$ cat src/sv/cmfp_pkg.sv
// Shared types and codes for the cube map face projection block.
`default_nettype none
package cmfp_pkg;

  // Face codes: twice the major axis, plus one for a negative major component
  localparam logic [2:0] FACE_PX = 3'd0;
  localparam logic [2:0] FACE_NX = 3'd1;
  localparam logic [2:0] FACE_PY = 3'd2;
  localparam logic [2:0] FACE_NY = 3'd3;
  localparam logic [2:0] FACE_PZ = 3'd4;
  localparam logic [2:0] FACE_NZ = 3'd5;

  // Major axis codes
  localparam logic [1:0] AXIS_X = 2'd0;
  localparam logic [1:0] AXIS_Y = 2'd1;
  localparam logic [1:0] AXIS_Z = 2'd2;

  // Side information that rides along the divider chain with each word
  typedef struct packed {
    logic [2:0] face;
    logic       zero_dir;
    logic       sat_u;
    logic       sat_v;
  } tag_t;

endpackage
`default_nettype wire

$ cat src/sv/cmfp_front.sv
// Front stage: major axis pick, face code and dividend setup for both coordinates.
`default_nettype none
module cmfp_front #(
  parameter int COORD_BITS = 16
) (
  input  wire                          clk,
  input  wire                          rst,
  input  wire                          in_valid,
  output logic                         in_ready,
  input  wire  signed [COORD_BITS-1:0] dir_x,
  input  wire  signed [COORD_BITS-1:0] dir_y,
  input  wire  signed [COORD_BITS-1:0] dir_z,
  output logic                         out_valid,
  input  wire                          out_ready,
  output cmfp_pkg::tag_t               out_tag,
  output logic [COORD_BITS-1:0]        out_m,
  output logic [COORD_BITS:0]          out_ru,
  output logic [COORD_BITS:0]          out_rv
);

  localparam int CB = COORD_BITS;

  logic [CB-1:0]   ax, ay, az;
  logic [1:0]      axis;
  logic            neg;
  logic [2:0]      face_c;
  logic [CB-1:0]   m_c;
  logic [CB+1:0]   cx, cy, cz;
  logic [CB+1:0]   su, sv;
  logic [CB+1:0]   tu_s, tv_s;
  logic [CB:0]     tu, tv, two_m;
  logic            sat_u_c, sat_v_c;

  // Magnitudes; the most negative value maps to 2^(CB-1) without wrap
  assign ax = dir_x[CB-1] ? (~dir_x + {{(CB-1){1'b0}}, 1'b1}) : dir_x;
  assign ay = dir_y[CB-1] ? (~dir_y + {{(CB-1){1'b0}}, 1'b1}) : dir_y;
  assign az = dir_z[CB-1] ? (~dir_z + {{(CB-1){1'b0}}, 1'b1}) : dir_z;

  // Major axis: Z wins ties over Y, Y over X
  always_comb begin
    if (az >= ax && az >= ay) begin
      axis = cmfp_pkg::AXIS_Z;
      neg  = dir_z[CB-1];
      m_c  = az;
    end else if (ay >= ax && ay >= az) begin
      axis = cmfp_pkg::AXIS_Y;
      neg  = dir_y[CB-1];
      m_c  = ay;
    end else begin
      axis = cmfp_pkg::AXIS_X;
      neg  = dir_x[CB-1];
      m_c  = ax;
    end
  end

  assign face_c = {axis, neg};

  // Sign-extended components, two guard bits
  assign cx = {{2{dir_x[CB-1]}}, dir_x};
  assign cy = {{2{dir_y[CB-1]}}, dir_y};
  assign cz = {{2{dir_z[CB-1]}}, dir_z};

  // Face table: signed minor component feeding u and v
  always_comb begin
    case (face_c)
      cmfp_pkg::FACE_PX: begin su = -cz; sv = -cy; end
      cmfp_pkg::FACE_NX: begin su =  cz; sv = -cy; end
      cmfp_pkg::FACE_PY: begin su =  cx; sv =  cz; end
      cmfp_pkg::FACE_NY: begin su =  cx; sv = -cz; end
      cmfp_pkg::FACE_PZ: begin su =  cx; sv = -cy; end
      cmfp_pkg::FACE_NZ: begin su = -cx; sv = -cy; end
      default:           begin su = '0;  sv = '0;  end
    endcase
  end

  // Dividend t = m + minor, in [0, 2m]
  assign tu_s  = {2'b00, m_c} + su;
  assign tv_s  = {2'b00, m_c} + sv;
  assign tu    = tu_s[CB+1] ? '0 : tu_s[CB:0];
  assign tv    = tv_s[CB+1] ? '0 : tv_s[CB:0];
  assign two_m = {m_c, 1'b0};

  // t == 2m means exactly 1.0, which saturates
  assign sat_u_c = (tu == two_m);
  assign sat_v_c = (tv == two_m);

  assign in_ready = !out_valid || out_ready;

  // Stage register
  always_ff @(posedge clk) begin
    if (rst) begin
      out_valid <= 1'b0;
    end else if (in_ready) begin
      out_valid <= in_valid;
    end
  end

  always_ff @(posedge clk) begin
    if (in_valid && in_ready) begin
      out_tag.face     <= face_c;
      out_tag.zero_dir <= (m_c == '0);
      out_tag.sat_u    <= sat_u_c;
      out_tag.sat_v    <= sat_v_c;
      out_m            <= m_c;
      out_ru           <= sat_u_c ? '0 : tu;
      out_rv           <= sat_v_c ? '0 : tv;
    end
  end

endmodule
`default_nettype wire

$ cat src/sv/cmfp_cell.sv
// Divider cell: one restoring quotient bit for u and for v per stage.
`default_nettype none
module cmfp_cell #(
  parameter int COORD_BITS = 16,
  parameter int QUOT_BITS  = 17
) (
  input  wire                    clk,
  input  wire                    rst,
  input  wire                    in_valid,
  output logic                   in_ready,
  input  cmfp_pkg::tag_t         in_tag,
  input  wire  [COORD_BITS-1:0]  in_m,
  input  wire  [COORD_BITS:0]    in_ru,
  input  wire  [COORD_BITS:0]    in_rv,
  input  wire  [QUOT_BITS-1:0]   in_qu,
  input  wire  [QUOT_BITS-1:0]   in_qv,
  output logic                   out_valid,
  input  wire                    out_ready,
  output cmfp_pkg::tag_t         out_tag,
  output logic [COORD_BITS-1:0]  out_m,
  output logic [COORD_BITS:0]    out_ru,
  output logic [COORD_BITS:0]    out_rv,
  output logic [QUOT_BITS-1:0]   out_qu,
  output logic [QUOT_BITS-1:0]   out_qv
);

  localparam int CB = COORD_BITS;

  logic [CB:0] m_ext;
  logic        bu, bv;
  logic [CB:0] du, dv;

  // Remainder stays below 2m, so one compare and subtract per bit
  assign m_ext = {1'b0, in_m};
  assign bu    = (in_ru >= m_ext);
  assign bv    = (in_rv >= m_ext);
  assign du    = bu ? (in_ru - m_ext) : in_ru;
  assign dv    = bv ? (in_rv - m_ext) : in_rv;

  assign in_ready = !out_valid || out_ready;

  always_ff @(posedge clk) begin
    if (rst) begin
      out_valid <= 1'b0;
    end else if (in_ready) begin
      out_valid <= in_valid;
    end
  end

  always_ff @(posedge clk) begin
    if (in_valid && in_ready) begin
      out_tag <= in_tag;
      out_m   <= in_m;
      out_ru  <= {du[CB-1:0], 1'b0};
      out_rv  <= {dv[CB-1:0], 1'b0};
      out_qu  <= {in_qu[QUOT_BITS-2:0], bu};
      out_qv  <= {in_qv[QUOT_BITS-2:0], bv};
    end
  end

  // Partial remainders keep the restoring invariant
  a_ru_bound: assert property (@(posedge clk) disable iff (rst)
    out_valid && !out_tag.zero_dir |-> out_ru < {out_m, 1'b0})
    else $error("u remainder out of range");

  a_rv_bound: assert property (@(posedge clk) disable iff (rst)
    out_valid && !out_tag.zero_dir |-> out_rv < {out_m, 1'b0})
    else $error("v remainder out of range");

endmodule
`default_nettype wire

$ cat src/sv/cube_map_face_projection_unit.sv
// Top level: cube map face selection with a chain of divider cells for u and v.
//
// Usage: a direction word (dir_x, dir_y, dir_z, signed Q1.15) enters on the
// dir_valid/dir_ready channel; the result word (face, coord_u, coord_v,
// zero_direction) leaves on res_valid/res_ready. One result per direction,
// in order.
// Throughput: one word per cycle while res_ready is held high. Stages: one
// front stage for axis pick and dividend setup, then UV_BITS + 1 divider
// cells, each retiring one quotient bit of u and of v.
// Rounding and saturation sit after the last cell.
// Each stage holds its word until the next stage can take it, so bubbles
// close up while the receiver stalls; dir_ready drops only when every stage
// is full and the last word waits on res_ready.
// Reset clears all stage valid bits; no results are pending afterwards.
// An all-zero direction gives face 4, both coordinates at half scale and
// zero_direction set.
`default_nettype none
module cube_map_face_projection_unit #(
  parameter int COORD_BITS = 16,
  parameter int UV_BITS    = 16
) (
  input  wire                          clk,
  input  wire                          rst,
  input  wire                          dir_valid,
  output logic                         dir_ready,
  input  wire  signed [COORD_BITS-1:0] dir_x,
  input  wire  signed [COORD_BITS-1:0] dir_y,
  input  wire  signed [COORD_BITS-1:0] dir_z,
  output logic                         res_valid,
  input  wire                          res_ready,
  output logic [2:0]                   face,
  output logic [UV_BITS-1:0]           coord_u,
  output logic [UV_BITS-1:0]           coord_v,
  output logic                         zero_direction
);

  localparam int CB     = COORD_BITS;
  localparam int QB     = UV_BITS + 1;
  localparam int NCELLS = UV_BITS + 1;

  logic                 c_valid [NCELLS+1];
  logic                 c_ready [NCELLS+1];
  cmfp_pkg::tag_t       c_tag   [NCELLS+1];
  logic [CB-1:0]        c_m     [NCELLS+1];
  logic [CB:0]          c_ru    [NCELLS+1];
  logic [CB:0]          c_rv    [NCELLS+1];
  logic [QB-1:0]        c_qu    [NCELLS+1];
  logic [QB-1:0]        c_qv    [NCELLS+1];

  // Front stage feeds link zero of the chain
  cmfp_front #(
    .COORD_BITS (COORD_BITS)
  ) u_front (
    .clk       (clk),
    .rst       (rst),
    .in_valid  (dir_valid),
    .in_ready  (dir_ready),
    .dir_x     (dir_x),
    .dir_y     (dir_y),
    .dir_z     (dir_z),
    .out_valid (c_valid[0]),
    .out_ready (c_ready[0]),
    .out_tag   (c_tag[0]),
    .out_m     (c_m[0]),
    .out_ru    (c_ru[0]),
    .out_rv    (c_rv[0])
  );

  assign c_qu[0] = '0;
  assign c_qv[0] = '0;

  // Divider chain: quotient bits from weight 2^UV_BITS down to 2^0
  for (genvar i = 0; i < NCELLS; i++) begin : g_cell
    cmfp_cell #(
      .COORD_BITS (COORD_BITS),
      .QUOT_BITS  (QB)
    ) u_cell (
      .clk       (clk),
      .rst       (rst),
      .in_valid  (c_valid[i]),
      .in_ready  (c_ready[i]),
      .in_tag    (c_tag[i]),
      .in_m      (c_m[i]),
      .in_ru     (c_ru[i]),
      .in_rv     (c_rv[i]),
      .in_qu     (c_qu[i]),
      .in_qv     (c_qv[i]),
      .out_valid (c_valid[i+1]),
      .out_ready (c_ready[i+1]),
      .out_tag   (c_tag[i+1]),
      .out_m     (c_m[i+1]),
      .out_ru    (c_ru[i+1]),
      .out_rv    (c_rv[i+1]),
      .out_qu    (c_qu[i+1]),
      .out_qv    (c_qv[i+1])
    );
  end

  assign res_valid           = c_valid[NCELLS];
  assign c_ready[NCELLS]     = res_ready;

  // Round half up, saturate at all ones, force half scale for zero direction
  logic [QB-1:0]      qu_f, qv_f;
  logic [QB:0]        ru_sum, rv_sum;
  logic               sat_u, sat_v;
  logic [UV_BITS-1:0] half;
  cmfp_pkg::tag_t     tag_f;

  assign tag_f  = c_tag[NCELLS];
  assign qu_f   = c_qu[NCELLS];
  assign qv_f   = c_qv[NCELLS];
  assign ru_sum = {1'b0, qu_f} + {{QB{1'b0}}, 1'b1};
  assign rv_sum = {1'b0, qv_f} + {{QB{1'b0}}, 1'b1};
  assign sat_u  = tag_f.sat_u || (&qu_f);
  assign sat_v  = tag_f.sat_v || (&qv_f);
  assign half   = {1'b1, {(UV_BITS-1){1'b0}}};

  always_comb begin
    face           = tag_f.face;
    zero_direction = tag_f.zero_dir;
    if (tag_f.zero_dir) begin
      coord_u = half;
      coord_v = half;
    end else begin
      coord_u = sat_u ? '1 : ru_sum[UV_BITS:1];
      coord_v = sat_v ? '1 : rv_sum[UV_BITS:1];
    end
  end

  // Input stalls only when the whole chain is full behind a waiting result
  a_stall_full: assert property (@(posedge clk) disable iff (rst)
    !dir_ready |-> res_valid && !res_ready)
    else $error("input stalled while chain has room");

  a_face_range: assert property (@(posedge clk) disable iff (rst)
    res_valid |-> face <= cmfp_pkg::FACE_NZ)
    else $error("face code out of range");

  a_zero_face: assert property (@(posedge clk) disable iff (rst)
    res_valid && zero_direction |-> face == cmfp_pkg::FACE_PZ)
    else $error("zero direction not mapped to +Z face");

endmodule
`default_nettype wire
$ cat config.mk
export PLATFORM = sky130hd
export DESIGN_NAME = cube_map_face_projection_unit
export DESIGN_NICKNAME = d
export VERILOG_FILES = /design/src/sv/cmfp_pkg.sv /design/src/sv/cmfp_front.sv /design/src/sv/cmfp_cell.sv /design/src/sv/cube_map_face_projection_unit.sv
export SDC_FILE = /design/constraint.sdc
export NUM_CORES = 2
export LEC_CHECK = 0
export BUFFER_PORTS_ARGS = -buffer_cell sky130_fd_sc_hd__buf_2
export CAP_MARGIN = 20
export CORE_MARGIN = 2
export CORE_UTILIZATION = 66
export CTS_BUF_LIST = sky130_fd_sc_hd__clkbuf_2
export CTS_CLUSTER_SIZE = 20
export DETAILED_ROUTE_END_ITERATION = 12
export GPL_TIMING_DRIVEN = 0
export PLACE_DENSITY = 0.83
export SETUP_SLACK_MARGIN = 0.5
export SLEW_MARGIN = 10
export SYNTH_ARGS = -nofsm -noshare
export SYNTH_HDL_FRONTEND = slang
export SYNTH_SLANG_ARGS = --single-unit
$ cat constraint.sdc
create_clock -name clk -period 12.6 [get_ports clk]
set_clock_uncertainty 0.1 [all_clocks]
set_input_delay 2.52 -clock clk [delete_from_list [all_inputs] [get_ports clk]]
set_output_delay 2.52 -clock clk [all_outputs]
set_load 0.005 [all_outputs]
# Yosys cells after proc, flatten, opt, wreduce, memory -nomap -nowiden

Index checks and enable logic that the tools add are counted.

Flip-flop bits (word level): 1,250
Input bits: 52

Add/sub/neg operators: 42
Magnitude comparators: 38
Eq/ne operators: 7
Multiplexer cells: 49
Bitwise gates (word level): 3
Reduce and logical (&&, ||, !) cells: 64

Operators by type and width:

| operator              | number |
|---|---|
| $mux 16               | 41 |
| $ge 17x16->1          | 34 |
| $sub 16x16->16        | 32 |
| $pmux 18 s4           | 1 |
| $ge 16x16->1          | 4 |
| $neg 18->18           | 3 |
| $pmux 18 s3           | 1 |
| $add 16x1->16 const B | 3 |
| $not 16->16           | 3 |
| $add 16x18->18        | 2 |
| $add 17x1->17 const B | 2 |
| $eq 17x17->1          | 2 |
| $mux 17               | 2 |
| $reduce_and 17->1     | 2 |
| $logic_and 1x1->1     | 20 |
| $logic_or 1x1->1      | 20 |
| $logic_not 1->1       | 18 |
| $logic_not 16->1      | 1 |
| $eq 3x2->1 const B    | 2 |
| $eq 3x3->1 const B    | 2 |
| $reduce_or 4->1       | 1 |
| $eq 3x1->1 const B    | 1 |
| $logic_not 3->1       | 1 |
| $mux 1                | 3 |
| other kinds (2)       | 2 |

# Longest topological paths before layout

Depth in word-level cells: 20
Mapped depth: 42
Depth with buffers taken out: 40

# By module

From an unflattened synthesis, not the netlist that was laid out.

Cells, all modules: 7,857
Area total of the unflattened synthesis: 93,074.3 um2

By module, submodules not included:

| module                            | instances | cells each | area each (um2) | seq. area each (um2) |
|---|---|---|---|---|
| cmfp_cell (g_cell[12].u_cell ...) | 11        | 393        | 4,928.5         | 2,662.6 |
| cmfp_cell (g_cell[0].u_cell ...)  | 6         | 386        | 4,918.5         | 2,662.6 |
| cmfp_front                        | 1         | 1,089      | 8,518.2         | 1,701.6 |
| cube_map_face_projection_unit     | 1         | 129        | 832.0           | 0.0 |

# Worst setup path after synthesis

OpenSTA, ideal clock, no wires.

Kind: input to register
Start: in dir_x[5]
End: reg u_front.out_rv[11] (data pin)
Library setup time: 270 ps
Arrival: 10,844 ps
Required time: 12,230 ps
Setup slack: 1,386 ps
Stages: 39
Buffers on the path: 5
Cells stage by stage: clkbuf_1 > or4_1 > or2_2 > or3_1 > or3_1 > nand2_1 > xor2_1 > ha_1 > a21o_1 > a21o_1 > a211o_1 > a21oi_2 > a21oi_4 > o21ai_2 > nand2_2 > buf_6 > clkbuf_1 > o221ai_1 > [3 not listed] > a221oi_1 > a21oi_1 > ha_1 > nor2b_1 > o31a_1 > or4_1 > a31oi_1 > o21ai_0 > o41ai_1 > xor2_1 > or3_1 > a211o_1 > a32o_1 > a2111oi_2 > o311a_1 > buf_4 > buf_6 > nor3_1

Cells in the longest elaborated chain, start to end: 13

RTL lines:

| what                               | line                                | text |
|---|---|---|
| start: declaration                 | cube_map_face_projection_unit.sv:26 | `input wire signed [COORD_BITS-1:0] dir_x,` |
| $not 16->16                        | cmfp_front.sv:35                    | `assign ax = dir_x[CB-1] ? (~dir_x + {{(CB-1){1'b0}}, 1'b1}) : dir_x;` |
| $add 16x1->16                      | cmfp_front.sv:35                    |  |
| $mux 16 *                          | cmfp_front.sv:35                    |  |
| $ge 16x16->1                       | cmfp_front.sv:45                    | `end else if (ay >= ax && ay >= az) begin` |
| $logic_and 1x1->1                  | cmfp_front.sv:45                    |  |
| $mux 1                             | cmfp_front.sv:45                    |  |
| $mux 1 or $mux 2 (tied branches)   | cmfp_front.sv:41                    | `if (az >= ax && az >= ay) begin` |
| $eq 3x1->1 (tied with other cells) | cmfp_front.sv:65                    | `case (face_c)` |
| $reduce_or 4->1 (no line)          | --                                  |  |
| $pmux 18 s3                        | cmfp_front.sv:65                    |  |
| $add 16x18->18                     | cmfp_front.sv:78                    | `assign tv_s = {2'b00, m_c} + sv;` |
| $mux 17                            | cmfp_front.sv:80                    | `assign tv = tv_s[CB+1] ? '0 : tv_s[CB:0];` |
| $eq 17x17->1 *                     | cmfp_front.sv:85                    | `assign sat_v_c = (tv == two_m);` |
| net u_front.sat_v_c                | cmfp_front.sv:32                    | `logic sat_u_c, sat_v_c;` |
| end signal: assignment             | cmfp_front.sv:106                   | `out_rv <= sat_v_c ? '0 : tv;` |
| end: declaration                   | cmfp_front.sv:18                    | `output logic [COORD_BITS:0] out_rv` |

The timed path passes the listed nets; every way through them passes the cells marked *.
A chain may end at the register's enable or synchronous reset.

# Worst setup path after layout

Start: in dir_y[0]
End: reg u_front.out_rv[14] (data pin)

Cells in the longest elaborated chain, start to end: 13

RTL lines:

| what                               | line                                | text |
|---|---|---|
| start: declaration                 | cube_map_face_projection_unit.sv:27 | `input wire signed [COORD_BITS-1:0] dir_y,` |
| $not 16->16                        | cmfp_front.sv:36                    | `assign ay = dir_y[CB-1] ? (~dir_y + {{(CB-1){1'b0}}, 1'b1}) : dir_y;` |
| $add 16x1->16                      | cmfp_front.sv:36                    |  |
| $mux 16 *                          | cmfp_front.sv:36                    |  |
| $ge 16x16->1                       | cmfp_front.sv:45                    |  |
| $logic_and 1x1->1                  | cmfp_front.sv:45                    |  |
| $mux 1                             | cmfp_front.sv:45                    |  |
| $mux 1 *                           | cmfp_front.sv:41                    |  |
| net u_front.neg                    | cmfp_front.sv:25                    | `logic neg;` |
| $eq 3x1->1 (tied with other cells) | cmfp_front.sv:65                    |  |
| $reduce_or 4->1 (no line)          | --                                  |  |
| $pmux 18 s3 *                      | cmfp_front.sv:65                    |  |
| $add 16x18->18 *                   | cmfp_front.sv:78                    |  |
| $mux 17 *                          | cmfp_front.sv:80                    |  |
| $eq 17x17->1 *                     | cmfp_front.sv:85                    |  |
| net u_front.sat_v_c                | cmfp_front.sv:32                    |  |

Marks and branches as above.

==> impl_metrics.yaml <==
status:
  outcome: "finished clean"
synthesis:
  netlist_instances: 6660
  syn_area_per_cell_sq_um: 10.9
  synth_edf_count: 1232
  ys.flop_type: "edfxtp_1"
  yosys_warnings: 0
  syn-cell-area_sq_um: 72700
  synth_seq_cells: 1250
  async_flop_share_pct: 0
  synth_cell_types: 97
  syn-num-nets: 7375
  synth_seq_area_share_pct: 51.4
place:
  pre_cts_ws_ps: -1390
  gp_congestion: 0.989
  place.port_buffers: 76
  place_hpwl_um: 147000
  placed_cells: 8186
detailed_routing:
  ant_nets: 0
  routed_via_density: 6.11
  vias: 53396
  detail_route.first_pass.iterations: 7
  drc: 0
  drt-total-wl_um: 188000
  drtIter0Drc: 4823
  wl_per_cell_um: 21.5
critical_path:
  critPathMaxFanout: 10
  cp.required_ps: 13710
  start_kind: "primary input"
  worstSetupPathType: "in -> reg"
  end_kind: "flop"
  crit_path_top_delay_cell: "nor3b_2"
  r2r_start: "g_cell[16].u_cell.out_valid"
  cpPeakStageDelay_ps: 460
  crit_start: "dir_y[0]"
  worstPathArrival_ps: 12980
cts:
  cts_tree: "yes"
  clockBufferDepth: 4
  cts_resized: 2
  htree_levels: 5
  root_buffer: "clkbuf_2"
  hold_buffers: 0
  clk_pin_slew_ps: 120
  clk_latency_ps: 1630
  postCtsSetupBuffers: 0
  cts_sinks: 1250
  numCtsBuffers: 328
power:
  power_density_nw_per_um2: 137
  ir_drop_v: 0.000185
  power_leakage_uw: 0.0316
  combPwrFrac_pct: 28.6
  p_seq_share_pct: 46.1
  switching_share_pct: 34.2
  p_clk_share_pct: 25.2
  p_int_uw: 7070
  p_switching_uw: 3670
global_route:
  grt_pass1_vias: 51543
  gr-total-overflow: 0
  grtUsageTotal_pct: 33.4
  grt_max_degree: 39
  grt_antenna_before_repair: 5
  grt_pass1_wl_um: 287000
die:
  die_w_um: 336
  dieArea_sq_um: 113000
  rows: 121
  core_area_sq_um: 109000
  initial_core_util_pct: 66.7
  fp.dieH_um: 336
  io_pins: 90
sta:
  finalHoldViolations: 0
  setup_viol_count_final: 0
  rsz0062_at_grt: "false"
  hold_slack_ps: 252
  worst_pin_slew_ps: 1250
  slew_headroom_pct: 16.7
  finalWorstSetupSlack_ps: 735
  slew_violations: 0
  setup-tns-final_ps: 0
  period_share_pct: 94.2
  fmax_ghz: 0.0843
  post-route-min-period_ps: 11860
hold_path:
  hp-class: "reg -> reg"
  min_from: "g_cell[2].u_cell.out_m[15]"
finish:
  drive_above_1_share_pct: 11.6
  postLayoutCoreUtil_pct: 72.2
  final_net_count: 7817
  syn2layout_area_growth_pct: 8.24
  final_cells: 8739
flow_run:
  maxCapViolCount: 0
[metrics by stage]
step	cell area [sq um]	power (uW)
4_1_cts	78600	10700
3_5_place_dp	75800	8030
2_1_floorplan	72700	7150
5_1_grt	78700	11300
3_3_place_gp	74800	7980
6_report	78700	10700
[sequential cells by signal, indices dropped and copies added, names as in the netlist, 102 cells and up]
name,cells
g_cell.u_cell.out_m,256
g_cell.u_cell.out_qu,153
g_cell.u_cell.out_qv,153
g_cell.u_cell.out_ru,256
g_cell.u_cell.out_rv,256
g_cell.u_cell.out_tag,102
[cell usage after synthesis, drive strengths merged (15+ instances only)]
cell    number  area share (%)
a211oi      29            0.30
a21boi      73            0.77
a21o       113             1.2
a21oi      715             4.9
a41o        31            0.43
and2        42            0.36
buf         30            0.27
clkbuf     106            0.55
dfxtp       18            0.50
edfxtp    1232              51
fa          34            0.94
ha         629              11
inv        667             3.4
mux2       110             1.7
nand2      336             1.7
nand2b     164             1.4
nand3      152             1.1
nand4      121             1.0
nor2       552             2.9
nor2b      101            0.87
nor3       107            0.74
nor4        29            0.26
nor4b       16            0.20
o21a        83            0.86
o21ai      384             2.6
o21bai      23            0.24
o221a       20            0.31
o221ai      15            0.22
o311a       21            0.30
o31a        16            0.19
o31ai       24            0.25
or2         45            0.39
or3         66            0.57
or4         20            0.21
xnor2      285             3.4
xor2       129             1.6
[power groups by stage]
stage | registers [uW] | clock network [uW] | logic (uW)
5_1_grt | 4970 | 2970 | 3350
2_1_floorplan | 4970 | 0 | 2180
3_5_place_dp | 5050 | 0 | 2970
3_3_place_gp | 5050 | 0 | 2920
4_1_cts | 4960 | 2770 | 3000
6_report | 4960 | 2710 | 3080
[metal layers]
layer	vias up	wire [um]	global-route usage (%)
li1	25343	-	-
met2	2187	89700	55.1
met5	-	0	0
met4	0	8950	16.1
met1	25346	76500	43.1
met3	520	12900	5.39
[cell families after synthesis]
kind of cell / synth area share [%]
adder cells (fa/ha/maj): 11.8
AO/OA/AOI/OAI: 13.8
AND/OR/NAND/NOR: 12.0
buffers and inverters: 4.26
multiplexers: 1.79
flip-flops: 51.4
XOR/XNOR: 4.99
[cells in the final DEF, fill, tap and decap left out, types with 19 or more instances in the layout]
cell | netlist | routed
edfxtp_1 | 1232 | 1232
a21oi_1 | 713 | 712
inv_1 | 662 | 662
ha_1 | 629 | 629
nor2_1 | 551 | 551
clkbuf_2 | 1 | 449
o21ai_0 | 379 | 379
nand2_1 | 334 | 334
xnor2_1 | 285 | 285
nand2b_1 | 164 | 164
nand3_1 | 150 | 150
xor2_1 | 129 | 129
nand4_1 | 121 | 121
a21o_1 | 112 | 112
mux2_2 | 110 | 110
nor3_1 | 106 | 106
clkbuf_1 | 105 | 100
nor2b_1 | 101 | 92
buf_2 | 10 | 87
o21a_1 | 83 | 83
clkinv_1 | 0 | 73
a21boi_0 | 72 | 67
or3_1 | 66 | 66
or2_2 | 45 | 45
and2_1 | 41 | 40
fa_1 | 34 | 34
a41o_1 | 31 | 31
buf_12 | 0 | 31
a211oi_1 | 29 | 28
nor4_1 | 28 | 27
o31ai_1 | 23 | 23
o21bai_1 | 23 | 23
o311a_1 | 20 | 20
or4_1 | 19 | 19
o221a_2 | 19 | 19
[critical path: cells and delay by family]
kind / cells / cell delay, ps
compound gates: 14 / 3480
xor+xnor: 2 / 600
fa+ha+maj: 3 / 960
buf+inv: 9 / 2190
simple gates: 12 / 3210
[final timing paths]
kind | slack (ps) | cells past startpoint | endpoint
setup / recovery | 740 | 40 | u_front.out_rv[14]
hold / removal | 250 | 0 | g_cell[3].u_cell.out_m[15]
setup reg to reg | 6590 | 14 | u_front.out_m[2]
hold reg to reg | 250 | 0 | g_cell[3].u_cell.out_m[15]
[cell type report]
type                       instances  area, sq um
antenna                            8         20.0
buffer                           136          598
tap                             1414         1770
timing repair buffer             112         1140
fill                            7834        30300
clock buffer                     444         2220
multi-input combinational       4607        32500
inverter                         667         2500
sequential                      1250        37400
clock inverter                   101          591
(Power assumes the default switching activity.)
